<file path="config.mk">
export PLATFORM = sky130hd
export DESIGN_NAME = int_to_decimal_ascii_unit
export DESIGN_NICKNAME = d
export VERILOG_FILES = /design/src/rtl/core/itoa_pkg.sv /design/src/rtl/core/int_to_decimal_ascii_unit.sv
export SDC_FILE = /design/constraint.sdc
export NUM_CORES = 1
export LEC_CHECK = 0
export ABC_AREA = 1
export BUFFER_PORTS_ARGS = -buffer_cell sky130_fd_sc_hd__buf_2
export CAP_MARGIN = 5
export CORE_MARGIN = 10
export CORE_UTILIZATION = 50
export DETAILED_ROUTE_END_ITERATION = 10
export GPL_TIMING_DRIVEN = 0
export PLACE_DENSITY = 0.78
export SLEW_MARGIN = 5
export SYNTH_ARGS = -nofsm -noshare
export SYNTH_HDL_FRONTEND = slang
export SYNTH_SLANG_ARGS = --single-unit
</file>
<file path="constraint.sdc">
create_clock -name clk -period 13.5 [get_ports clk]
set_input_delay 0.675 -clock clk [delete_from_list [all_inputs] [get_ports clk]]
set_output_delay 0.675 -clock clk [all_outputs]
set_load 0.05 [all_outputs]
</file>
<file path="src/rtl/core/itoa_pkg.sv">
// Constants and helper functions for the integer to decimal text converter.
// No dependencies.
package itoa_pkg;

  localparam int BIN_W      = 32;
  localparam int NUM_DIGITS = 10;
  localparam int BCD_W      = 4 * NUM_DIGITS;
  localparam int WORK_W     = BCD_W + BIN_W;
  localparam int DD_STEPS   = 8;
  localparam int DD_STAGES  = BIN_W / DD_STEPS;
  localparam int IDX_W      = 4;

  localparam logic [7:0] ASCII_ZERO  = 8'd48;
  localparam logic [7:0] ASCII_MINUS = 8'd45;
  localparam logic [3:0] DIGIT_FIVE  = 4'd5;
  localparam logic [3:0] DIGIT_ADJ   = 4'd3;

  // Eight shift-and-add-3 steps of the binary to BCD conversion.
  // The BCD digits sit above the binary bits still to be shifted in.
  function automatic logic [WORK_W-1:0] dabble_steps(input logic [WORK_W-1:0] w_in);
    logic [WORK_W-1:0] w;
    w = w_in;
    for (int s = 0; s < DD_STEPS; s++) begin
      for (int d = 0; d < NUM_DIGITS; d++) begin
        if (w[BIN_W + 4*d +: 4] >= DIGIT_FIVE) begin
          w[BIN_W + 4*d +: 4] = w[BIN_W + 4*d +: 4] + DIGIT_ADJ;
        end
      end
      w = {w[WORK_W-2:0], 1'b0};
    end
    return w;
  endfunction

  // Number of significant digits, at least one so that zero prints as '0'.
  function automatic logic [IDX_W-1:0] digit_count(input logic [BCD_W-1:0] bcd);
    logic [IDX_W-1:0] n;
    n = IDX_W'(1);
    for (int d = 1; d < NUM_DIGITS; d++) begin
      if (bcd[4*d +: 4] != 4'd0) begin
        n = IDX_W'(d + 1);
      end
    end
    return n;
  endfunction

endpackage

</file>
<file path="src/rtl/core/int_to_decimal_ascii_unit.sv">
// Top level of the signed 32-bit integer to decimal ASCII converter.
// Depends on itoa_pkg.
//
// A request is taken when start is high and busy is low. The value runs through
// an input stage, a negate stage, four binary-to-BCD stages of eight steps each
// and a digit-count stage into the serializer, whose characters are registered
// onto strobe. The characters then leave one per cycle with no gaps, most
// significant first, '-' ahead of a negative value, last high on the final one.
// The character serializer sets the rate: a value occupies it until all of its
// characters (1 to 11) have left, and a next text waiting in the digit-count
// stage follows with no gap. Up to seven further requests may be held in the
// pipeline; busy rises when the input stage holds a request that cannot move on.
// Results cannot be held off by the receiver.
module int_to_decimal_ascii_unit (
  input  logic        clk,
  input  logic        rst,
  input  logic        start,
  input  logic [31:0] value,
  output logic        busy,
  output logic        strobe,
  output logic [7:0]  char_code,
  output logic        last
);

  // Input stage.
  logic                          p0_valid;
  logic [itoa_pkg::BIN_W-1:0]    p0_raw;

  // Conversion stages: index 0 holds the magnitude, index k the word after 8k steps.
  logic [itoa_pkg::DD_STAGES:0]  dd_valid;
  logic [itoa_pkg::DD_STAGES:0]  dd_neg;
  logic [itoa_pkg::WORK_W-1:0]   dd_work [itoa_pkg::DD_STAGES+1];

  // Digit-count stage.
  logic                          s_valid;
  logic                          s_neg;
  logic [itoa_pkg::BCD_W-1:0]    s_bcd;
  logic [itoa_pkg::IDX_W-1:0]    s_nd;

  // Serializer.
  logic                          ser_active;
  logic                          ser_sign;
  logic [itoa_pkg::BCD_W-1:0]    ser_bcd;
  logic [itoa_pkg::IDX_W-1:0]    ser_idx;

  logic                          accept;
  logic                          adv;
  logic                          ser_done;
  logic                          ser_load;
  logic [3:0]                    cur_digit;
  logic [itoa_pkg::BIN_W-1:0]    mag;

  assign cur_digit = ser_bcd[{ser_idx, 2'b00} +: 4];
  assign ser_done  = ser_active && !ser_sign && (ser_idx == '0);
  assign ser_load  = s_valid && (!ser_active || ser_done);
  // The whole pipeline moves together unless its output stage waits on the serializer.
  assign adv       = !s_valid || ser_load;
  assign busy      = p0_valid && !adv;
  assign accept    = start && !busy;
  assign mag       = p0_raw[itoa_pkg::BIN_W-1] ? (~p0_raw + itoa_pkg::BIN_W'(1)) : p0_raw;

  always_ff @(posedge clk) begin
    if (rst) begin
      p0_valid <= 1'b0;
    end else if (adv || !p0_valid) begin
      p0_valid <= accept;
    end
    if (accept) begin
      p0_raw <= value;
    end
  end

  always_ff @(posedge clk) begin
    if (rst) begin
      dd_valid <= '0;
      s_valid  <= 1'b0;
    end else if (adv) begin
      dd_valid <= {dd_valid[itoa_pkg::DD_STAGES-1:0], p0_valid};
      s_valid  <= dd_valid[itoa_pkg::DD_STAGES];
    end
  end

  always_ff @(posedge clk) begin
    if (adv) begin
      dd_neg     <= {dd_neg[itoa_pkg::DD_STAGES-1:0], p0_raw[itoa_pkg::BIN_W-1]};
      dd_work[0] <= {{itoa_pkg::BCD_W{1'b0}}, mag};
      for (int k = 1; k <= itoa_pkg::DD_STAGES; k++) begin
        dd_work[k] <= itoa_pkg::dabble_steps(dd_work[k-1]);
      end
      s_neg <= dd_neg[itoa_pkg::DD_STAGES];
      s_bcd <= dd_work[itoa_pkg::DD_STAGES][itoa_pkg::WORK_W-1:itoa_pkg::BIN_W];
      s_nd  <= itoa_pkg::digit_count(
                 dd_work[itoa_pkg::DD_STAGES][itoa_pkg::WORK_W-1:itoa_pkg::BIN_W]);
    end
  end

  always_ff @(posedge clk) begin
    if (rst) begin
      ser_active <= 1'b0;
      ser_sign   <= 1'b0;
    end else if (ser_load) begin
      ser_active <= 1'b1;
      ser_sign   <= s_neg;
    end else if (ser_done) begin
      ser_active <= 1'b0;
    end else if (ser_active && ser_sign) begin
      ser_sign <= 1'b0;
    end
  end

  always_ff @(posedge clk) begin
    if (ser_load) begin
      ser_bcd <= s_bcd;
      ser_idx <= s_nd - itoa_pkg::IDX_W'(1);
    end else if (ser_active && !ser_sign && (ser_idx != '0)) begin
      ser_idx <= ser_idx - itoa_pkg::IDX_W'(1);
    end
  end

  always_ff @(posedge clk) begin
    if (rst) begin
      strobe <= 1'b0;
    end else begin
      strobe <= ser_active;
    end
    if (ser_sign) begin
      char_code <= itoa_pkg::ASCII_MINUS;
      last      <= 1'b0;
    end else begin
      char_code <= itoa_pkg::ASCII_ZERO + {4'd0, cur_digit};
      last      <= (ser_idx == '0);
    end
  end

endmodule

</file>
==> flow_summary.json <==
{
  "yosys_register_bits": 324,
  "synth.yosys.seq_area_share_pct": 35.8,
  "cts.repair.resized": 0,
  "synth.avg_cell_area_sq_um": 7.65,
  "arrival_ps": 6180,
  "post_drt_via_cell_ratio": 5.00,
  "worst_ep_required_time_ps": 13770,
  "groute.usage.overall_pct": 14.3,
  "largest_fanout_of_any_net_on_the_critical_path": 6,
  "end_kind": "flip-flop",
  "period_minus_slack_ps": 5910,
  "final-instance-count-excl-fill": 4291,
  "overall_die_area_sq_um": 63100,
  "die-height_microns": 251,
  "grt_start_max_net_pins": 94,
  "drv_cap": 0,
  "clkTransAtPathRegs_ps": 60,
  "worst-path-buf-inv": 10,
  "finalCritPeriodShare_pct": 43.8,
  "clock_sinks": 324,
  "placedCellCount": 4227,
  "whs_path_depth": 1,
  "die-width_microns": 251,
  "detailedRoute.firstIterationViolations": 901,
  "final_max_slew_viol_count": 0,
  "postLayoutCellArea_sq_um": 29100,
  "finalSetupViolCount": 0,
  "worst_hold_path_type": "in2reg",
  "wire_per_inst_microns": 10.8,
  "tritoncts": "yes",
  "cts_inserted_buffers": 36,
  "post-synth-top-area-cell": "edfxtp_1",
  "dr.pass1.iters": 5,
  "worst_path_largest_cell_delay_ps": 410,
  "gpl.final_weighted_congestion": 0.819,
  "clk_latency_ps": 530,
  "timing.max_slew.rel_slack_pct": 48.6,
  "pin_count": 46,
  "routed-via-count": 21400,
  "num-nets-final": 3752,
  "ctsHtreeMaxLevel": 2,
  "number_of_cells_on_the_critical_path": 41,
  "drt_wl_total_microns": 46200,
  "synthDominantCellAreaShare_pct": 34.6,
  "drt_drc_violations_left": 0,
  "netlist_top_cells_area": "edfxtp_1 (35%), nand2_1 (14%), inv_1 (8.0%)",
  "placementRows": 84,
  "r2r_cells": 41,
  "count_of_flip_flops_with_a_built_in_enable_after_synthesis": 308,
  "ant_nets": 0,
  "total_standard_cell_area_after_synthesis_sq_um": 26700,
  "cts_setup_buffers": 0,
  "synthToLayoutAreaGrowth_pct": 8.77,
  "synth-warning-count": 0,
  "antenna_violations_before_repair": 0,
  "port_buffers": 41,
  "drive_gt1_share_pct": 16.6,
  "netlist_instances": 3494,
  "grt_pass1_wl_microns": 80600,
  "dp_hpwl_microns": 36600,
  "start_util_pct": 50.7,
  "critical_path.most_common_cell": "inv_1",
  "start_kind": "flip-flop",
  "cts.root.buffer_cell": "clkbuf_16",
  "global_route.overflow_total": 0,
  "max_freq_mhz": 169,
  "critical-path-top-delay-family": "simple AND/OR/NAND/NOR gates",
  "slowest_stage": "edfxtp_1",
  "cts_buffer_depth": 3,
  "totalNegativeSetupSlack_ps": 0,
  "run_status": "finished, final reports clean",
  "first_global_vias": 19500,
  "final.setup_skew_ps": 17.8,
  "async_set_or_reset_flop_fraction_in_the_synthesized_netlist_pct": 0,
  "detailed_place.area_sq_um": 27900,
  "category_of_the_most_critical_setup_path": "reg2reg",
  "core_sq_um": 52800,
  "holdBufCountCts": 0,
  "hold_viol_final": 0,
  "worst_slew_pin_slew_ps": 770,
  "synth_flop_cell": "edfxtp_1",
  "synth.lib_cells_used.distinct": 57,
  "antenna_cells": 0,
  "grt_setup_unrepaired": "false",
  "final_core_utilization_pct": 55.1
}
## registers in the layout, summed over array words and instances (netlist names), 4 cells and up
| signal | cells |
|---|---|
| dd_work | 182 |
| s_bcd | 40 |
| ser_bcd | 40 |
| p0_raw | 32 |
| char_code | 5 |
| dd_neg | 5 |
| dd_valid | 5 |
| s_nd | 4 |
| ser_idx | 4 |
## worst paths after layout
kind                                   from                         to  slack, ps
hold / removal                    value[29]       p0_raw[29]$_DFFE_PP_        320
setup / recovery  dd_work[0][272]$_DFFE_PP_  dd_work[0][358]$_DFFE_PP_       7590
setup reg to reg  dd_work[0][272]$_DFFE_PP_  dd_work[0][358]$_DFFE_PP_       7590
hold reg to reg    dd_work[0][94]$_DFFE_PP_  dd_work[0][174]$_DFFE_PP_        410
## cell usage in the layout, fill, tap and decap left out, drive strengths merged, types with 3 or more instances in the layout
cell	netlist	final
conb	2	3
clkinvlp	0	5
nor2	87	87
nor3	11	11
ha	140	140
xnor2	33	33
or2	9	9
o21bai	9	9
a21o	33	33
nor4	13	13
dfxtp	16	16
xor2	79	79
a21oi	54	54
bufinv	0	4
nand3b	19	19
o221ai	5	5
nand4	113	113
and2	41	41
edfxtp	308	308
inv	585	588
o211ai	4	4
clkinv	2	13
o21a	4	4
nand2	1287	1287
buf	4	48
clkbuf	8	49
o21ai	166	166
a21boi	3	3
o311ai	3	3
a31o	8	8
nand3	427	427
a211oi	3	3
o22ai	10	10
## area by class of cell
cell class                      instances  area (sq um)
Fill cell                            4790         23700
Multi-Input combinational cell       2572         14900
Sequential cell                       324          9570
Inverter                              587          2210
Clock buffer                           41           941
Tap cell                              688           861
Timing Repair Buffer                   44           280
Clock inverter                         23           248
Buffer                                 12          56.3
## kinds of logic after synthesis
kind of cell	Yosys count	share of synthesized area [%]
flip-flops	324	35.8
XOR/XNOR	112	4.14
adder cells (fa/ha/maj)	140	6.55
multiplexers	1	0.0374
AO/OA/AOI/OAI	306	7.49
buffers and inverters	599	8.45
other	2	0.0281
AND/OR/NAND/NOR	2010	37.5
## stage by stage
stage          setup WS (ps)  hold slack, ps
6_report                7590             321
5_1_grt                 6910             301
4_1_cts                 7570             295
3_5_place_dp            7580             405
3_3_place_gp            2870             401
2_1_floorplan           4070             400
## synth_stat cells (9+ instances only)
| cell type | instances |
|---|---|
| edfxtp_1 | 308 |
| dfxtp_1 | 16 |
| nand2_1 | 1030 |
| o21ai_2 | 49 |
| xnor2_2 | 10 |
| a21o_1 | 30 |
| nand2_4 | 29 |
| nand4_1 | 113 |
| ha_1 | 140 |
| xor2_1 | 72 |
| inv_1 | 570 |
| or2_2 | 9 |
| nand3_2 | 99 |
| nor4_1 | 13 |
| o21ai_1 | 25 |
| nor2_1 | 87 |
| a21oi_1 | 53 |
| nand3b_1 | 18 |
| inv_2 | 15 |
| xnor2_1 | 23 |
| nand3_1 | 320 |
| o22ai_1 | 10 |
| o21ai_0 | 88 |
| and2_4 | 11 |
| nor3_1 | 11 |
| nand2_2 | 228 |
| and2_1 | 27 |
## routing by layer
layer | global-route usage (%) | routed length [microns] | vias to the layer above
met5 | 0 | 0 | -
met4 | 3.19 | 801 | 0
met3 | 2.02 | 1110 | 59
met2 | 27.9 | 24000 | 173
met1 | 16.2 | 20300 | 9526
li1 | - | - | 11700
Power is left out: the tool's default activity adds up to more than one toggle a clock period on the data nets, which glitch-free logic cannot reach.
